$ cat config.mk
export PLATFORM = sky130hd
export DESIGN_NAME = rsdp_signature_checksum_scanner_unit
export DESIGN_NICKNAME = d
export VERILOG_FILES = /design/src/hw/rtl/rsdp_pkg.sv /design/src/hw/rtl/rsdp_slot.sv /design/src/hw/rtl/rsdp_signature_checksum_scanner_unit.sv
export SDC_FILE = /design/constraint.sdc
export NUM_CORES = 1
export LEC_CHECK = 0
export BUFFER_PORTS_ARGS = -buffer_cell sky130_fd_sc_hd__buf_2
export CAP_MARGIN = 20
export CELL_PAD_IN_SITES_DETAIL_PLACEMENT = 2
export CELL_PAD_IN_SITES_GLOBAL_PLACEMENT = 2
export CORE_MARGIN = 2
export CORE_UTILIZATION = 40
export CTS_BUF_LIST = sky130_fd_sc_hd__clkbuf_4 sky130_fd_sc_hd__clkbuf_8
export DETAILED_ROUTE_END_ITERATION = 16
export GPL_TIMING_DRIVEN = 0
export PLACE_DENSITY_LB_ADDON = 0.15
export SYNTH_ARGS = -nofsm -noshare
export SYNTH_HDL_FRONTEND = slang
export SYNTH_SLANG_ARGS = --single-unit
$ cat constraint.sdc
create_clock -name clk -period 15.75 [get_ports clk]
set_clock_uncertainty 0.1 [all_clocks]
set_input_delay 3.15 -clock clk [delete_from_list [all_inputs] [get_ports clk]]
set_output_delay 3.15 -clock clk [all_outputs]
set_load 0.01 [all_outputs]
$ cat src/hw/rtl/rsdp_pkg.sv
`timescale 1ns / 1ps

package rsdp_pkg;

	// candidate tracking
	localparam int NUM_SLOTS = 3;
	localparam int AGE_W     = 6;

	// candidate byte offsets
	localparam logic [AGE_W-1:0] SIG_LEN   = AGE_W'(8);
	localparam logic [AGE_W-1:0] REV_AT    = AGE_W'(15);
	localparam logic [AGE_W-1:0] SHORT_END = AGE_W'(19);
	localparam logic [AGE_W-1:0] LONG_END  = AGE_W'(35);

	// revision from which the extended checksum applies
	localparam logic [7:0] EXT_REV = 8'd2;

	// "RSD PTR "
	localparam logic [7:0] SIG_BYTES [8] = '{
		8'h52, 8'h53, 8'h44, 8'h20, 8'h50, 8'h54, 8'h52, 8'h20
	};

	typedef struct packed {
		logic step;
		logic alloc;
		logic clear;
	} slot_ctl_t;

	typedef struct packed {
		logic       active;
		logic       hit;
		logic [7:0] revision;
	} slot_stat_t;

endpackage

$ cat src/hw/rtl/rsdp_slot.sv
`timescale 1ns / 1ps

module rsdp_slot #(
	parameter int ADDR_BITS = 17
) (
	input  logic                   clk,
	input  logic                   arst_n,
	input  rsdp_pkg::slot_ctl_t    ctl,
	input  logic [7:0]             data_byte,
	input  logic [ADDR_BITS-1:0]   pos,
	output rsdp_pkg::slot_stat_t   stat,
	output logic [ADDR_BITS-1:0]   start
);

	logic                       active_q;
	logic [rsdp_pkg::AGE_W-1:0] age_q;
	logic                       sig_ok_q;
	logic [7:0]                 sum_q;
	logic [7:0]                 rev_q;
	logic [ADDR_BITS-1:0]       start_q;

	logic [rsdp_pkg::AGE_W-1:0] cur_age;
	logic                       cur_sig;
	logic [7:0]                 cur_sum;
	logic [7:0]                 cur_rev;
	logic [ADDR_BITS-1:0]       cur_start;
	logic                       live;
	logic                       sig_ok_n;
	logic [7:0]                 sum_n;
	logic [7:0]                 rev_n;
	logic                       hit;
	logic                       keep;

	always_comb begin
		// a freshly allocated candidate starts from clean values
		cur_age   = ctl.alloc ? '0 : age_q;
		cur_sig   = ctl.alloc ? 1'b1 : sig_ok_q;
		cur_sum   = ctl.alloc ? 8'd0 : sum_q;
		cur_rev   = ctl.alloc ? 8'd0 : rev_q;
		cur_start = ctl.alloc ? pos : start_q;
		live      = ctl.alloc | active_q;

		sig_ok_n = cur_sig;
		if (cur_age < rsdp_pkg::SIG_LEN && data_byte != rsdp_pkg::SIG_BYTES[cur_age[2:0]]) begin
			sig_ok_n = 1'b0;
		end
		sum_n = cur_sum + data_byte;
		rev_n = (cur_age == rsdp_pkg::REV_AT) ? data_byte : cur_rev;

		hit  = 1'b0;
		keep = live;
		if (cur_age == rsdp_pkg::SHORT_END) begin
			hit  = live && sig_ok_n && sum_n == 8'd0 && rev_n < rsdp_pkg::EXT_REV;
			keep = live && sig_ok_n && sum_n == 8'd0 && rev_n >= rsdp_pkg::EXT_REV;
		end else if (cur_age >= rsdp_pkg::LONG_END) begin
			hit  = live && cur_age == rsdp_pkg::LONG_END && sum_n == 8'd0;
			keep = 1'b0;
		end
	end

	always_ff @(posedge clk or negedge arst_n) begin
		if (!arst_n) begin
			active_q <= 1'b0;
		end else if (ctl.clear) begin
			active_q <= 1'b0;
		end else if (ctl.step) begin
			active_q <= keep;
		end
	end

	always_ff @(posedge clk) begin
		if (ctl.step) begin
			age_q    <= cur_age + rsdp_pkg::AGE_W'(1);
			sig_ok_q <= sig_ok_n;
			sum_q    <= sum_n;
			rev_q    <= rev_n;
			start_q  <= cur_start;
		end
	end

	assign stat.active   = active_q;
	assign stat.hit      = ctl.step & hit;
	assign stat.revision = rev_n;
	assign start         = cur_start;

endmodule

$ cat src/hw/rtl/rsdp_signature_checksum_scanner_unit.sv
`timescale 1ns / 1ps

// Scans a memory window one byte per item for the root system description
// pointer. Every SCAN_STEP-aligned offset opens a candidate; a candidate
// passes when its first 8 bytes read "RSD PTR " and its first 20 bytes sum
// to zero mod 256, and, where its revision byte (offset 15) is 2 or more,
// its first 36 bytes also sum to zero. Three candidate trackers run side by
// side. The earliest passing candidate gives one result with found = 1, its
// offset and revision; a window that ends without one gives found = 0 on its
// last byte. A candidate cut off by the window end is invalid. Bytes after a
// find are consumed without effect, and the last byte of a window returns
// everything to the start state, so the next item opens a new window at
// offset 0. One item is taken per clock while the output is not stalled:
// each item passes an input register, the checksum and signature update in
// the trackers, and a result register. The input register lets an item be
// taken while a result waits at the output.

module rsdp_signature_checksum_scanner_unit #(
	parameter int SCAN_STEP        = 16,
	parameter int WINDOW_ADDR_BITS = 17
) (
	input  logic                        clk,
	input  logic                        arst_n,
	// input channel
	input  logic                        in_valid,
	output logic                        in_ready,
	input  logic [7:0]                  data_byte,
	input  logic                        last_byte,
	// result channel
	output logic                        out_valid,
	input  logic                        out_ready,
	output logic                        found,
	output logic [WINDOW_ADDR_BITS-1:0] match_offset,
	output logic [7:0]                  revision
);

	localparam int PH_W = $clog2(SCAN_STEP);

	// input stage
	logic       valid_s1;
	logic [7:0] byte_s1;
	logic       last_s1;

	// window position and phase within the scan step
	logic [WINDOW_ADDR_BITS-1:0] pos_q;
	logic [PH_W-1:0]             phase_q;
	logic                        already_found_q;

	// result register
	logic                        out_valid_q;
	logic                        found_q;
	logic [WINDOW_ADDR_BITS-1:0] offset_q;
	logic [7:0]                  rev_q;

	logic                        advance;
	logic                        step;
	logic                        produce;
	logic [WINDOW_ADDR_BITS-1:0] pos_inc;

	rsdp_pkg::slot_ctl_t         slot_ctl   [rsdp_pkg::NUM_SLOTS];
	rsdp_pkg::slot_stat_t        slot_stat  [rsdp_pkg::NUM_SLOTS];
	logic [WINDOW_ADDR_BITS-1:0] slot_start [rsdp_pkg::NUM_SLOTS];

	logic                        best_hit;
	logic [WINDOW_ADDR_BITS-1:0] best_start;
	logic [7:0]                  best_rev;
	logic                        taken;

	// the item in the input stage moves on when the result register is free
	// or being emptied in this cycle
	assign advance  = valid_s1 && (!out_valid_q || out_ready);
	assign in_ready = !valid_s1 || advance;
	// once a pointer is found the rest of the window is passed over
	assign step     = advance && !already_found_q;
	assign pos_inc  = pos_q + WINDOW_ADDR_BITS'(1);

	always_ff @(posedge clk or negedge arst_n) begin
		if (!arst_n) begin
			valid_s1 <= 1'b0;
		end else if (in_ready) begin
			valid_s1 <= in_valid;
		end
	end

	always_ff @(posedge clk) begin
		if (in_valid && in_ready) begin
			byte_s1 <= data_byte;
			last_s1 <= last_byte;
		end
	end

	// candidate allocation: first free tracker on an aligned offset
	always_comb begin
		taken = 1'b0;
		for (int i = 0; i < rsdp_pkg::NUM_SLOTS; i++) begin
			slot_ctl[i].step  = step;
			slot_ctl[i].clear = advance && last_s1;
			slot_ctl[i].alloc = 1'b0;
			if (step && phase_q == '0 && !taken && !slot_stat[i].active) begin
				slot_ctl[i].alloc = 1'b1;
				taken             = 1'b1;
			end
		end
	end

	for (genvar g = 0; g < rsdp_pkg::NUM_SLOTS; g++) begin : g_slot
		rsdp_slot #(
			.ADDR_BITS(WINDOW_ADDR_BITS)
		) u_slot (
			.clk      (clk),
			.arst_n   (arst_n),
			.ctl      (slot_ctl[g]),
			.data_byte(byte_s1),
			.pos      (pos_q),
			.stat     (slot_stat[g]),
			.start    (slot_start[g])
		);
	end

	// lowest offset wins when several candidates pass on the same byte
	always_comb begin
		best_hit   = 1'b0;
		best_start = '0;
		best_rev   = 8'd0;
		for (int i = 0; i < rsdp_pkg::NUM_SLOTS; i++) begin
			if (slot_stat[i].hit && (!best_hit || slot_start[i] < best_start)) begin
				best_hit   = 1'b1;
				best_start = slot_start[i];
				best_rev   = slot_stat[i].revision;
			end
		end
	end

	assign produce = best_hit || (advance && last_s1 && !already_found_q);

	// position and phase; phase tracks position modulo the scan step,
	// including across a wrap of the position
	always_ff @(posedge clk or negedge arst_n) begin
		if (!arst_n) begin
			pos_q           <= '0;
			phase_q         <= '0;
			already_found_q <= 1'b0;
		end else if (advance) begin
			if (last_s1) begin
				pos_q           <= '0;
				phase_q         <= '0;
				already_found_q <= 1'b0;
			end else begin
				pos_q <= pos_inc;
				if (pos_inc == '0 || phase_q == PH_W'(SCAN_STEP - 1)) begin
					phase_q <= '0;
				end else begin
					phase_q <= phase_q + PH_W'(1);
				end
				if (best_hit) begin
					already_found_q <= 1'b1;
				end
			end
		end
	end

	always_ff @(posedge clk or negedge arst_n) begin
		if (!arst_n) begin
			out_valid_q <= 1'b0;
		end else if (produce) begin
			out_valid_q <= 1'b1;
		end else if (out_ready) begin
			out_valid_q <= 1'b0;
		end
	end

	// a not-found item carries zero offset and revision
	always_ff @(posedge clk) begin
		if (produce) begin
			found_q  <= best_hit;
			offset_q <= best_start;
			rev_q    <= best_rev;
		end
	end

	assign out_valid    = out_valid_q;
	assign found        = found_q;
	assign match_offset = offset_q;
	assign revision     = rev_q;

endmodule

Yosys cells after proc, flatten, opt, wreduce, memory -nomap -nowiden
Memories as Yosys holds them, arrays and structs flattened. Index checks and enable logic that the tools add are counted.

Logic and storage cells: 202. Input bits: 13. Output and inout bits: 28. Register bits: 182. Bits in read-only memories: 192. Memories kept: 3.

Bitwise gates (word level): 9. Reduce and logical (&&, ||, !) cells: 59. Mux-type cells: 65. Equality and inequality tests: 13. $lt $le $gt $ge: 17. $add $sub $neg: 8.

Memories: (name not given) (words 8, width 8, read ports 1, clocked after Yosys merged registers in 0, wr ports 0, RTL line rsdp_slot.sv:44) `if (cur_age < rsdp_pkg::SIG_LEN && data_byte != rsdp_pkg::SIG_BYTES[cur_age[2:0]]) begin`; (name not given) (words 8, width 8, read ports 1, clocked after Yosys merged registers in 0, wr ports 0, RTL line rsdp_slot.sv:44); (name not given) (words 8, width 8, read ports 1, clocked after Yosys merged registers in 0, wr ports 0, RTL line rsdp_slot.sv:44).

Operators by type and width (number): $mux 8 (18); $mux 17 (7); $mux 1 (35); $logic_and 1x1->1 (34); $lt 17x17->1 (2); $add 8x8->8 (3); $ge 8x2->1 const B (3); $logic_not 8->1 (3); $lt 8x2->1 const B (3); $ne 8x8->1 (3); $add 6x1->6 const B (3); $eq 6x4->1 const B (3); $eq 6x5->1 const B (3); $eq 6x6->1 const B (3); $ge 6x6->1 const B (3); $lt 6x4->1 const B (3); $mux 6 (3); $add 17x1->17 const B (1); $logic_not 17->1 (1); $ge 4x4->1 const B (3); $not 3->4 (3); $logic_not 1->1 (10); $mux 4 (2); $logic_or 1x1->1 (6); other kinds (7) (13).

Logic depth before layout (Yosys ltp)
Gate-level depths: netlist of run 1.

Depth in word-level cells: 32. Gate-level depth with buffers: 38. Gate-level depth less buffers: 32.

Modules after synthesis
Synthesis of run 1 repeated with hierarchy kept, for this count alone.

Cells, all modules: 1046. Area, all modules: 11275.8 µm².

Modules (own cells, without submodules): rsdp_slot (seq. area each 1226.2 µm², area an instance 2409.8 µm², instances 3, cells an instance 211); rsdp_signature_checksum_scanner_unit (seq. area each 1651.6 µm², area an instance 4046.4 µm², instances 1, cells an instance 413).

Least setup slack after synthesis of run 1
Ideal clock, no wire load.

Kind: input port to flip-flop. From: in out_ready. To: reg rev_q[4], in the netlist revision[4], data pin. Data required time: 15.388 ns. Slack: 1.592 ns. Buffers on the path: 3. Arrival time: 13.796 ns. Cell stages on the path: 27. Setup time: 0.262 ns. Cell sequence: nor2b_1 nor2_1 nand2_1 o41ai_2 nor4b_4 clkbuf_1 and2_1 inv_1 ha_1 a21oi_1 nor2_1 a2111oi_0 nand2_1 o211ai_1 o21ai_1 buf_2 mux2i_1 ha_1 a21o_1 a211oi_1 nor2_1 o21a_1 o21bai_1 a31oi_1 a2111oi_4 buf_6 mux2_1.

Cells in the longest elaborated chain, start to end: 29. Elaborated cells between the ends (all ways): 120. Classes of those cells: 3 x add/sub; 11 x order compare; 12 x eq/ne; 44 x mux; 9 x bitwise; 38 x reduce/logical; 3 x memory.

Ends and longest elaborated chain: start, declared (RTL line rsdp_signature_checksum_scanner_unit.sv:31) `input logic out_ready,`; $logic_or 1x1->1 * (RTL line rsdp_signature_checksum_scanner_unit.sv:71) `assign advance = valid_s1 && (!out_valid_q || out_ready);`; $logic_and 1x1->1 * (RTL line rsdp_signature_checksum_scanner_unit.sv:71); $logic_and 1x1->1 * (RTL line rsdp_signature_checksum_scanner_unit.sv:74) `assign step = advance && !already_found_q;`; net step (RTL line rsdp_signature_checksum_scanner_unit.sv:56) `logic step;`; parallel branches: the longest is 25 deep, another holds $mem_v2 8x8; $mux 8 * (RTL line rsdp_signature_checksum_scanner_unit.sv:126) `if (slot_stat[i].hit && (!best_hit || slot_start[i] < best_start)) begin`; net best_rev[4] (RTL line rsdp_signature_checksum_scanner_unit.sv:66) `logic [7:0] best_rev;`; end signal, assigned (RTL line rsdp_signature_checksum_scanner_unit.sv:177) `rev_q <= best_rev;`; end, declared (RTL line rsdp_signature_checksum_scanner_unit.sv:53) `logic [7:0] rev_q;`.

Mark *: on every way through the listed nets, which the timed path passes. The select of a mux whose other input is x is not followed. A chain may end at the register's enable or synchronous reset.

Worst setup path in the final report of run 1
From: in out_ready. To: reg rev_q[4], in the netlist revision[4], data pin.

Elaborated cells between the ends (all ways): 120. Classes of those cells: 3 x add/sub; 11 x order compare; 12 x eq/ne; 44 x mux; 9 x bitwise; 38 x reduce/logical; 3 x memory.

RTL lines: $logic_or 1x1->1 * (RTL line rsdp_signature_checksum_scanner_unit.sv:71); $logic_and 1x1->1 * (RTL line rsdp_signature_checksum_scanner_unit.sv:71); $logic_and 1x1->1 * (RTL line rsdp_signature_checksum_scanner_unit.sv:74); $logic_and 1x1->1 * (2 in a row) (RTL line rsdp_signature_checksum_scanner_unit.sv:99) `if (step && phase_q == '0 && !taken && !slot_stat[i].active) begin`; $mux 1 * (RTL line rsdp_signature_checksum_scanner_unit.sv:99); $mux 8 * (RTL line rsdp_slot.sv:38) `cur_sum = ctl.alloc ? 8'd0 : sum_q;`; $add 8x8->8 * (RTL line rsdp_slot.sv:47) `sum_n = cur_sum + data_byte;`; net g_slot[0].u_slot.sum_n[1] (RTL line rsdp_slot.sv:29) `logic [7:0] sum_n;`; [7 not listed]; $logic_or 1x1->1 (RTL line rsdp_signature_checksum_scanner_unit.sv:126); $logic_and 1x1->1 (RTL line rsdp_signature_checksum_scanner_unit.sv:126); $mux 17 / $mux 1 (equally long branches) (RTL line rsdp_signature_checksum_scanner_unit.sv:126); $lt 17x17->1 / $logic_not 1->1 (equally long branches) (RTL line rsdp_signature_checksum_scanner_unit.sv:126); $logic_or 1x1->1 (RTL line rsdp_signature_checksum_scanner_unit.sv:126); $logic_and 1x1->1 (RTL line rsdp_signature_checksum_scanner_unit.sv:126); $mux 8 * (RTL line rsdp_signature_checksum_scanner_unit.sv:126); net best_rev[4] (RTL line rsdp_signature_checksum_scanner_unit.sv:66).

The timed path passes the listed nets; every way through them passes the cells marked *. The select of a mux whose other input is x is not followed.

==> results of run 1 <==
==> metal layers <==
layer  share of wire (%)  up-vias  routed length, µm  GRT usage [%]
met4                 1.9        0                697          7.344
met2                  48      152              17740          43.55
met5                   0        -                  0              0
met1                  47     4741              17360          36.45
met3                 3.2       38               1179          2.998
li1                    -     4234                  -              -
==> worst paths after layout <==
check	start	end
min	g_slot[0].u_slot.start_q[14]$_DFFE_PP_	g_slot[0].u_slot.start_q[14]$_DFFE_PP_
max in group asynchronous	arst_n	already_found_q$_DFFE_PN0P_
max	out_ready	revision[4]$_DFFE_PP_
min in group asynchronous	arst_n	pos_q[2]$_DFFE_PN0N_
max reg2reg	out_valid$_DFFE_PN0P_	revision[4]$_DFFE_PP_
min reg2reg	g_slot[0].u_slot.start_q[14]$_DFFE_PP_	g_slot[0].u_slot.start_q[14]$_DFFE_PP_
==> registers in the layout (all words and copies together) (netlist names), 3 cells and up <==
name	cells
phase_q	4
byte_s1	8
g_slot.u_slot.start_q	51
g_slot.u_slot.sum_q	24
revision	8
g_slot.u_slot.age_q	18
g_slot.u_slot.rev_q	24
g_slot.u_slot.active_q	3
pos_q	17
match_offset	17
g_slot.u_slot.sig_ok_q	3
==> cell usage in the layout (no fill, tap or decap), types with 8 or more instances in the layout <==
master      n
nand3_1    45
nor4_1     15
xor2_1     20
buf_2      42
nand4_1    13
dfrtp_1    27
nor3_1     20
and3_1     14
nand2_1   165
mux2i_1    63
edfxtp_1  155
xnor2_1    21
o31ai_1    15
o21ai_0    57
or4_1       8
clkbuf_1   57
a21oi_1    41
and2_1     37
ha_1       65
a31oi_1    12
nor2_1     75
or3_1      10
inv_1      70
a21o_1      8
nand2b_1   12
clkbuf_8   17
==> per-stage QoR <==
step                cells  setup slack [ns]
finish               1592             1.968
floorplan            1137             1.592
detailed placement   1560             1.568
CTS                  1592             2.047
global placement     1555            -3.971
global route         1592             1.385
==> tightest hold or removal path, stage by stage (launching register included) <==
cell and delay [ns]:
edfxtp_1 0.34, nand2_1 0.05, nand2_1 0.07
==> cell families after synthesis <==
| kind of cell | count (synthesis) | synth area share, % |
|---|---|---|
| muxes | 72 | 6.491 |
| DFF | 182 | 47.27 |
| adders and majority gates | 68 | 7.745 |
| and+or+nand+nor | 441 | 19.10 |
| xor gates and xnor gates | 41 | 3.185 |
| AOI/OAI and AO/OA | 198 | 11.58 |
| buffers and inverters | 135 | 4.627 |
==> final cells by class <==
class / instances / area (µm²) / share of cell area [%]
inverters: 70 / 262.8 / 2.101
well taps: 378 / 473.0 / 3.782
clock inverters: 15 / 209.0 / 1.671
repair buffers: 45 / 307.8 / 2.461
plain buffers: 65 / 259.0 / 2.071
clock buffers: 17 / 234.0 / 1.871
flip-flops and latches: 182 / 5330 / 42.62
multi-input cells: 820 / 5431 / 43.43
==> power by group <==
| part | internal [mW] | switching (mW) | leakage [nW] |
|---|---|---|---|
| Sequential | 0.640 | 0.0422 | 1.88 |
| Combinational | 0.200 | 0.353 | 2.95 |
| Clock | 0.164 | 0.207 | 0.220 |
| Total | 1.00 | 0.603 | 5.05 |
==> results.txt, run 1 <==
----------------------------------------------------
[Synth]
  Number of synthesis warnings ... 0
  Cell types with the largest area share after synthesis ... edfxtp_1, ha_1, dfrtp_1
  Syn_area_per_cell ... 9.917 µm²
  Flops & latches, synth ... 182
  Syn nets ... 1218
  Largest area contributor in the netlist ... edfxtp_1
  Fraction of registers with async set/reset ... 14.84%
  Top flip-flop cell by instance count after synthesis ... edfxtp_1
  Count of unique library cells instantiated by Yosys ... 74
  Dominant cell by count in the synthesized netlist ... nand2_1
  Top-area cell type share of the netlist area ... 41.28%
  Post-synth EDFFs ... 155
  Gate count after technology mapping ... 1137
  Syn Std Cell Area ... 11280 µm²
  Register area share after synthesis ... 47.27%
  Most frequent cells after synthesis ... nand2_1, edfxtp_1, nor2_1

[Power]
  Lkg Pwr ... 5.054 nW
  Power per unit of standard cell area ... 128.5 nW/µm²
  VDD IR-drop max ... 0.04723 mV
  Total design power ... 1.607 mW

[Route]
  Vias ... 9165
  Iteration-0 DRC count of the detailed router ... 588
  Remaining design rule violation count ... 0
  Average detailed-routed wire length per instance ... 23.23 µm
  Detail Route Antenna Nets ... 0
  Routed wire length ... 36980 µm
  Average vias per placed instance ... 5.757
  Number of detailed-routing iterations run before antenna repair ... 5

[Die]
  Initial core utilization ... 40.59%
  Number of rows in the core area ... 61
  X dimension of the die ... 171.9 µm
  Die footprint ... 29550 µm²
  Boundary Pins ... 41
  Standard cell core area ... 27780 µm²
  Die H ... 171.9 µm

[Clock network]
  TritonCTS Buffers ... 17
  Clock Path Buffers ... 2
  Clock Sink Count ... 182
  Gates resized, CTS repair ... 0
  Clock latency on the worst-skew pair ... 0.50 ns
  Root Buffer ... clkbuf_8
  Worst-path clk slew ... 0.10 ns
  Number of buffers inserted by post-CTS setup repair ... 0
  Quantity of hold-fixing buffers added after cts ... 0
  H-tree depth reported by CTS ... 4
  TritonCTS clock tree ... done

[Status]
  Outcome ... complete, no violations

[Global route]
  GR Overflow Total ... 0
  Initial antenna violation count ... 0
  Via count of the first global-routing pass ... 9863
  Largest net degree at the start of global routing ... 31
  All-layer global routing usage ... 26.25%
  Global-route wire length before repair ... 57980 µm

[Min path]
  Worst hold path type ... reg -> reg
  Hold Path Depth ... 2

[Worst setup path]
  Kind of cell adding the most delay to the critical path ... compound AO/OA/AOI/OAI gates
  Kind of capture point of the worst setup path ... flip-flop
  Required time worst endpoint ... 15.89 ns
  Critical path's slowest cell ... a2111oi_0
  Number of cells traversed by the worst register-to-register path ... 35
  Maximum single-stage delay on the critical path ... 0.80 ns
  Type of element launching the critical path ... input pin
  Most frequent CP cell ... clkbuf_1
  Number of buffer and inverter stages on the critical path ... 10
  Maximum fanout count along the critical path ... 10
  Number of logic stages on the critical path including buffering ... 36
  R2R Setup Slk ... 4.32 ns
  Crit path arrival time ... 13.92 ns
  Startpoint-to-endpoint class of the critical path ... in -> reg

[STA]
  Final number of max-transition violations ... 0
  Measured slew at the worst slew-check pin ... 1.069 ns
  Final period utilization ... 87.51%
  Maximum frequency from static timing analysis ... 0.07256 GHz
  Relative slew slack ... 28.71%
  Setup violators final ... 0
  Unrepaired setup endpoints after global routing ... false
  Setup_tns ... 0 ns
  Clock period minus final worst setup slack ... 13.78 ns
  Worst hold margin ... 0.4560 ns
  Final Hold Violating Endpoints ... 0

[Final layout]
  Fraction of layout instances using a drive strength above 1 ... 8.155%
  Final Core Density ... 45.02%
  Final-layout fill cell count ... 2998
  Nets@finish ... 1282
  Growth of design area from synthesis to finish ... 10.92%
  # diodes ... 0
  Fin area ... 12510 µm²

[Job]
  Max-cap check violation count ... 0

[Placement]
  RD Place Congestion ... 0.8313
  HPWL after DPL ... 27070 µm
  Post-DP Area ... 12060 µm²
  Port Buffer Count ... 40

----------------------------------------------------
(Power assumes the default switching activity.)
==> inputs of run 2 (changes only) <==
PLACE_DENSITY_LB_ADDON = 0.1   (was 0.15)
==> run 2 against run 1 <==
- non-clock buffer count is 2 higher
- sequential share of layout area about the same
- routed wire length is 1.3% higher
- cell count up 0.13%
- die area stayed put
- clock power fell by 9.4%
- power is 1.4% lower
- register-to-register slack got worse by 0.06 ns
- combinational power grew 2%
- critical path depth unchanged
- critical path type unchanged
- largest power group unchanged
==> results.txt, run 2 (synthesis gave the netlist of run 1 again) <==
----------------------------------------------------
[STA]
  Final period utilization ... 87.97% (+0.46 points)
  Unrepaired setup endpoints after global routing ... false
  Worst hold margin ... 0.4541 ns (-0.001859 ns)
  Final Hold Violating Endpoints ... 0 (unchanged)
  Setup_tns ... 0 ns (unchanged)
  Clock period minus final worst setup slack ... 13.85 ns (+0.07234 ns)
  Final number of max-transition violations ... 0 (unchanged)
  Measured slew at the worst slew-check pin ... 1.113 ns (+0.04388 ns)
  Maximum frequency from static timing analysis ... 0.07218 GHz (-0.52%)
  Relative slew slack ... 23.87% (-4.8 points)
  Setup violators final ... 0 (unchanged)

[Route]
  Routed wire length ... 37460 µm (+1.3%)
  Iteration-0 DRC count of the detailed router ... 588 (unchanged)
  Detail Route Antenna Nets ... 0 (unchanged)
  Average vias per placed instance ... 5.731 (-0.45%)
  Number of detailed-routing iterations run before antenna repair ... 5 (unchanged)
  Vias ... 9135 (-0.33%)
  Remaining design rule violation count ... 0 (unchanged)
  Average detailed-routed wire length per instance ... 23.50 µm (+1.2%)

[Clock network]
  TritonCTS Buffers ... 17 (unchanged)
  Gates resized, CTS repair ... 0 (unchanged)
  H-tree depth reported by CTS ... 4 (unchanged)
  Quantity of hold-fixing buffers added after cts ... 0 (unchanged)
  Clock Path Buffers ... 2 (unchanged)
  TritonCTS clock tree ... done
  Clock latency on the worst-skew pair ... 0.50 ns (about the same)
  Root Buffer ... clkbuf_8
  Number of buffers inserted by post-CTS setup repair ... 0 (unchanged)
  Worst-path clk slew ... 0.11 ns (about the same)
  Clock Sink Count ... 182 (unchanged)

[Final layout]
  Final non-filler cell total ... 1594 (+0.13%)
  Most common cell after layout, fill and taps aside ... nand2_1
  Fraction of layout instances using a drive strength above 1 ... 8.306% (+0.15 points)
  # diodes ... 0 (unchanged)
  Max FFs per register ... 51 (unchanged)
  Most used cells in the layout excluding fill and tap cells ... nand2_1, edfxtp_1, nor2_1
  Biggest regs ... g_slot.u_slot.start_q (51), g_slot.u_slot.rev_q (24), g_slot.u_slot.sum_q (24)
  Final Core Density ... 45.01% (about the same)
  Growth of design area from synthesis to finish ... 10.91% (about the same)
  Nets@finish ... 1284 (+0.16%)
  Register with the highest flop count ... g_slot.u_slot.start_q

[Status]
  Outcome ... complete, no violations

[Worst setup path]
  Type of element launching the critical path ... input pin
  Critical path's slowest cell ... a2111oi_0
  Maximum single-stage delay on the critical path ... 0.87 ns (+0.07 ns)
  Worst reg2reg path endpoint ... revision[6]$_DFFE_PP_
  R2R Path Start ... out_valid$_DFFE_PN0P_
  Maximum fanout count along the critical path ... 10 (unchanged)
  Number of cells traversed by the worst register-to-register path ... 35 (unchanged)
  Crit path arrival time ... 13.98 ns (+0.06 ns)
  R2R Setup Slk ... 4.26 ns (-0.06 ns)
  Most frequent CP cell ... clkbuf_1
  Startpoint-to-endpoint class of the critical path ... in -> reg
  Required time worst endpoint ... 15.88 ns (about the same)
  Kind of capture point of the worst setup path ... flip-flop

[Min path]
  Worst hold path type ... reg -> reg
  Hold Path Depth ... 2 (unchanged)
  Start point of the worst hold path ... g_slot[0].u_slot.start_q[3]$_DFFE_PP_
  Endpoint of the worst hold path ... g_slot[0].u_slot.start_q[3]$_DFFE_PP_

[Placement]
  Placed cell count ... 1561 (+0.064%)
  HPWL after DPL ... 27650 µm (+2.1%)
  RD Place Congestion ... 0.8438 (+1.5%)
  Port Buffer Count ... 40 (unchanged)

[Die]
  X dimension of the die ... 171.9 µm (unchanged)
  Standard cell core area ... 27780 µm² (unchanged)
  Boundary Pins ... 41 (unchanged)
  Die H ... 171.9 µm (unchanged)
  Initial core utilization ... 40.59% (unchanged)
  Die footprint ... 29550 µm² (unchanged)
  Number of rows in the core area ... 61 (unchanged)

[Power]
  Power per unit of standard cell area ... 126.8 nW/µm² (-1.4%)
  Lkg Pwr ... 5.049 nW (about the same)
  VDD IR-drop max ... 0.06077 mV (+29%)

[Global route]
  Met3 track demand over resource in global routing ... 4.051% (+1.1 points)
  Routing layer with the top usage in global route ... met2
  All-layer global routing usage ... 26.46% (+0.21 points)
  Via count of the first global-routing pass ... 9861 (-0.020%)
  GR Overflow Total ... 0 (unchanged)
  Met1 usage in global routing ... 36.50% (+0.044 points)
  Largest net degree at the start of global routing ... 30 (-3.2%)
  Initial antenna violation count ... 0 (unchanged)
  Routing usage on met2 ... 43.83% (+0.28 points)
  Global-route wire length before repair ... 58300 µm (+0.55%)

[Job]
  Max-cap check violation count ... 0 (unchanged)

----------------------------------------------------
-- run 2: changes by cell type in the layout (fill, tap and decap cells not counted) --
cell / delta
clkinv_4: -1
buf_12: -2
buf_2: +1
clkinv_2: +1
buf_16: +3
clkinvlp_4: +3
clkinv_8: -1
clkbuf_4: +4
inv_8: -3
inv_6: -2
bufinv_16: -1
-- run 2: worst max-delay path by stage --
| stage | startpoint | to | slack [ns] | depth (start not counted) |
|---|---|---|---|---|
| finish | out_ready | revision[6]$_DFFE_PP_ | 1.90 | 36 |
| global route | out_ready | revision[6]$_DFFE_PP_ | 1.16 | 37 |
| CTS | out_ready | revision[6]$_DFFE_PP_ | 1.94 | 36 |
| detailed placement | out_ready | revision[6]$_DFFE_PP_ | 1.69 | 36 |
| global placement | out_ready | revision[6]$_DFFE_PP_ | -3.95 | 28 |
| floorplan | out_ready | revision[4]$_DFFE_PP_ | 1.59 | 27 |
-- run 2: power by group --
group	total (mW)	internal, mW	switching (mW)
logic	0.566	0.203	0.363
clock network	0.336	0.149	0.188
registers	0.683	0.640	0.0423
-- run 2: stage by stage --
step / setup WS (ns) / power, mW / instance area, µm²
floorplan: 1.592 / 1.074 / 11280
global placement: -3.948 / 1.211 / 11950
detailed placement: 1.691 / 1.253 / 12110
CTS: 1.944 / 1.593 / 12500
global route: 1.159 / 1.682 / 12510
finish: 1.895 / 1.585 / 12510
-- run 2: metal layers --
layer / vias up / share of wire, %
met2: 152 / 47
met4: 0 / 1.6
met3: 45 / 3.3
li1: 4234 / -
met1: 4704 / 48
met5: - / 0
-- run 2: cell type report --
type                            instances  area, µm²
Clock inverter                         11      130.1
Clock buffer                           21      264.0
Tap cell                              378      473.0
Buffer                                 65      259.0
Timing Repair Buffer                   47      355.3
Multi-Input combinational cell        820       5431
Fill cell                            3036      15280
Inverter                               70      262.8
Sequential cell                       182       5330
-- run 2: worst max-delay path, delay by kind of cell --
kind	cells	cell delay (ns)
AO/OA/AOI/OAI	11	3.50
adder cells (fa/ha/maj)	4	1.23
buffers and inverters	10	2.52
multiplexers	2	0.60
AND/OR/NAND/NOR	9	2.98
==> inputs of run 3 (changes only) <==
CTS_CLUSTER_DIAMETER = 80   (was not set)
REMOVE_ABC_BUFFERS = 1   (was not set)
==> run 3 against run 2 <==
- critical path depth down 2
- final area down 0.33%
- via count down 3.1%
- global-route usage down 1.3 points
- die area unchanged
- clock power down 3%
- combinational power down 5.3%
- cell count down 3.0%
- maximum frequency up 6.3%
- critical path type unchanged
- largest cell class unchanged
- highest routed layer unchanged
==> results.txt, run 3 (synthesis gave the netlist of run 1 again) <==
----------------------------------------------------
[Route]
  Average vias per placed instance ... 5.727 (about the same)
  Remaining design rule violation count ... 0 (unchanged)
  Number of detailed-routing iterations run before antenna repair ... 5 (unchanged)
  Vias ... 8854 (-3.1%)
  Iteration-0 DRC count of the detailed router ... 541 (-8.0%)
  Average detailed-routed wire length per instance ... 22.85 µm (-2.8%)
  Routed wire length ... 35330 µm (-5.7%)
  Detail Route Antenna Nets ... 0 (unchanged)

[Clock network]
  Clock Sink Count ... 182 (unchanged)
  Worst-path clk slew ... 0.10 ns (about the same)
  Clock latency on the worst-skew pair ... 0.50 ns (about the same)
  Root Buffer ... clkbuf_8
  H-tree depth reported by CTS ... 4 (unchanged)
  Gates resized, CTS repair ... 0 (unchanged)
  TritonCTS clock tree ... done
  Number of buffers inserted by post-CTS setup repair ... 0 (unchanged)
  Clock Path Buffers ... 2 (unchanged)
  TritonCTS Buffers ... 17 (unchanged)
  Quantity of hold-fixing buffers added after cts ... 0 (unchanged)

[Global route]
  Initial antenna violation count ... 0 (unchanged)
  All-layer global routing usage ... 25.16% (-1.3 points)
  Global-route wire length before repair ... 56160 µm (-3.7%)
  Via count of the first global-routing pass ... 9580 (-2.8%)
  GR Overflow Total ... 0 (unchanged)
  Largest net degree at the start of global routing ... 28 (-6.7%)

[Final layout]
  # diodes ... 0 (unchanged)
  Final Core Density ... 44.87% (-0.15 points)
  Fin area ... 12460 µm² (-0.33%)
  Most used cells in the layout excluding fill and tap cells ... nand2_1, edfxtp_1, nor2_1
  Fraction of layout instances using a drive strength above 1 ... 10.10% (+1.8 points)
  Most common cell after layout, fill and taps aside ... nand2_1
  Growth of design area from synthesis to finish ... 10.54%
  Register with the highest flop count ... g_slot.u_slot.start_q
  Final-layout fill cell count ... 2961 (-2.5%)
  Nets@finish ... 1236 (-3.7%)
  Max FFs per register ... 51 (unchanged)
  Biggest regs ... g_slot.u_slot.start_q (51), g_slot.u_slot.rev_q (24), g_slot.u_slot.sum_q (24)

[Power]
  Power per unit of standard cell area ... 125.4 nW/µm² (-1.1%)
  VDD IR-drop max ... 0.05536 mV (-8.9%)
  Total design power ... 1.563 mW (-1.4%)
  Lkg Pwr ... 5.070 nW (+0.42%)

[Die]
  Standard cell core area ... 27780 µm² (unchanged)
  Initial core utilization ... 40.59% (unchanged)
  Number of rows in the core area ... 61 (unchanged)
  Die H ... 171.9 µm (unchanged)
  Boundary Pins ... 41 (unchanged)
  X dimension of the die ... 171.9 µm (unchanged)
  Die footprint ... 29550 µm² (unchanged)

[Job]
  Max-cap check violation count ... 0 (unchanged)

[Worst setup path]
  Kind of capture point of the worst setup path ... flip-flop
  Required time worst endpoint ... 15.89 ns (about the same)
  Type of element launching the critical path ... input pin
  Maximum single-stage delay on the critical path ... 0.78 ns (-0.09 ns)
  Critical path's slowest cell ... a2111oi_4
  Maximum fanout count along the critical path ... 27 (+17)
  Crit path arrival time ... 13.18 ns (-0.80 ns)
  Startpoint-to-endpoint class of the critical path ... in -> reg
  Number of cells traversed by the worst register-to-register path ... 34 (-2.9%)

[STA]
  Measured slew at the worst slew-check pin ... 0.9818 ns (-0.1314 ns)
  Setup violators final ... 0 (unchanged)
  Maximum frequency from static timing analysis ... 0.07671 GHz (+6.3%)
  Final period utilization ... 82.77% (-5.2 points)
  Final number of max-transition violations ... 0 (unchanged)
  Worst hold margin ... 0.4509 ns (-0.003287 ns)
  Clock period minus final worst setup slack ... 13.04 ns (-0.8188 ns)
  Relative slew slack ... 34.35% (+10 points)
  Unrepaired setup endpoints after global routing ... false
  Final Hold Violating Endpoints ... 0 (unchanged)

[Placement]
  Post-DP Area ... 12080 µm² (-0.22%)
  RD Place Congestion ... 0.7704 (-8.7%)
  HPWL after DPL ... 25400 µm (-8.1%)
  Port Buffer Count ... 40 (unchanged)

[Min path]
  Hold Path Depth ... 2 (unchanged)
  Worst hold path type ... reg -> reg

[Status]
  Outcome ... complete, no violations

----------------------------------------------------
==> run 3: cell count changes in the layout (fill, tap and decap cells not counted), sizes merged <==
cell | before | now
clkbuf | 79 | 19
bufinv | 2 | 0
clkinvlp | 4 | 2
buf | 54 | 63
inv | 71 | 77
clkinv | 4 | 5
==> run 3: path summary, 6_finish.rpt <==
check / slack, ns / endpoint / start
min in group asynchronous: 2.63 / g_slot[2].u_slot.active_q$_DFFE_PN0P_ / arst_n
worst min register to register: 0.45 / g_slot[0].u_slot.start_q[2]$_DFFE_PP_ / g_slot[0].u_slot.start_q[2]$_DFFE_PP_
worst min-delay path: 0.45 / g_slot[0].u_slot.start_q[2]$_DFFE_PP_ / g_slot[0].u_slot.start_q[2]$_DFFE_PP_
worst max register to register: 4.74 / revision[1]$_DFFE_PP_ / phase_q[0]$_DFFE_PN0N_
worst max-delay path: 2.71 / revision[1]$_DFFE_PP_ / out_ready
max in group asynchronous: 12.40 / phase_q[2]$_DFFE_PN0N_ / arst_n
==> run 3: where the power goes <==
part | switching [mW] | internal (mW)
registers | 0.0614 | 0.641
logic | 0.331 | 0.205
clock network | 0.207 | 0.119
total | 0.599 | 0.964
==> run 3: critical path: cells and delay by family <==
kind	cells	cell delay [ns]
buffers and inverters	10	1.63
multiplexers	2	0.62
AND/OR/NAND/NOR	9	3.23
adder cells (fa/ha/maj)	4	1.27
AO/OA/AOI/OAI	9	3.23
==> run 3: per-layer routing <==
metal / up-vias / global-route usage (%) / share of wire [%]
met5: - / 0 / 0
li1: 4143 / - / -
met1: 4569 / 35.61 / 49
met4: 0 / 5.627 / 1.1
met3: 27 / 2.495 / 2.0
met2: 115 / 41.89 / 48
==> run 3: metrics by stage <==
stage               setup TNS (ns)  instances  worst slack, ns
finish                           0       1546            2.714
global route                     0       1546            2.145
CTS                              0       1545            2.653
detailed placement               0       1513            2.197
global placement           -226.13       1490           -7.968
floorplan                   -7.090       1072          -0.4339
==> run 3: layout make-up <==
type / count / area [µm²] / area share, %
Multi-Input combinational cell: 820 / 5459 / 43.80
Timing Repair Buffer: 64 / 560.5 / 4.497
Tap cell: 378 / 473.0 / 3.794
Clock inverter: 14 / 137.6 / 1.104
Inverter: 70 / 262.8 / 2.108
Sequential cell: 182 / 5330 / 42.76
Clock buffer: 18 / 241.5 / 1.937
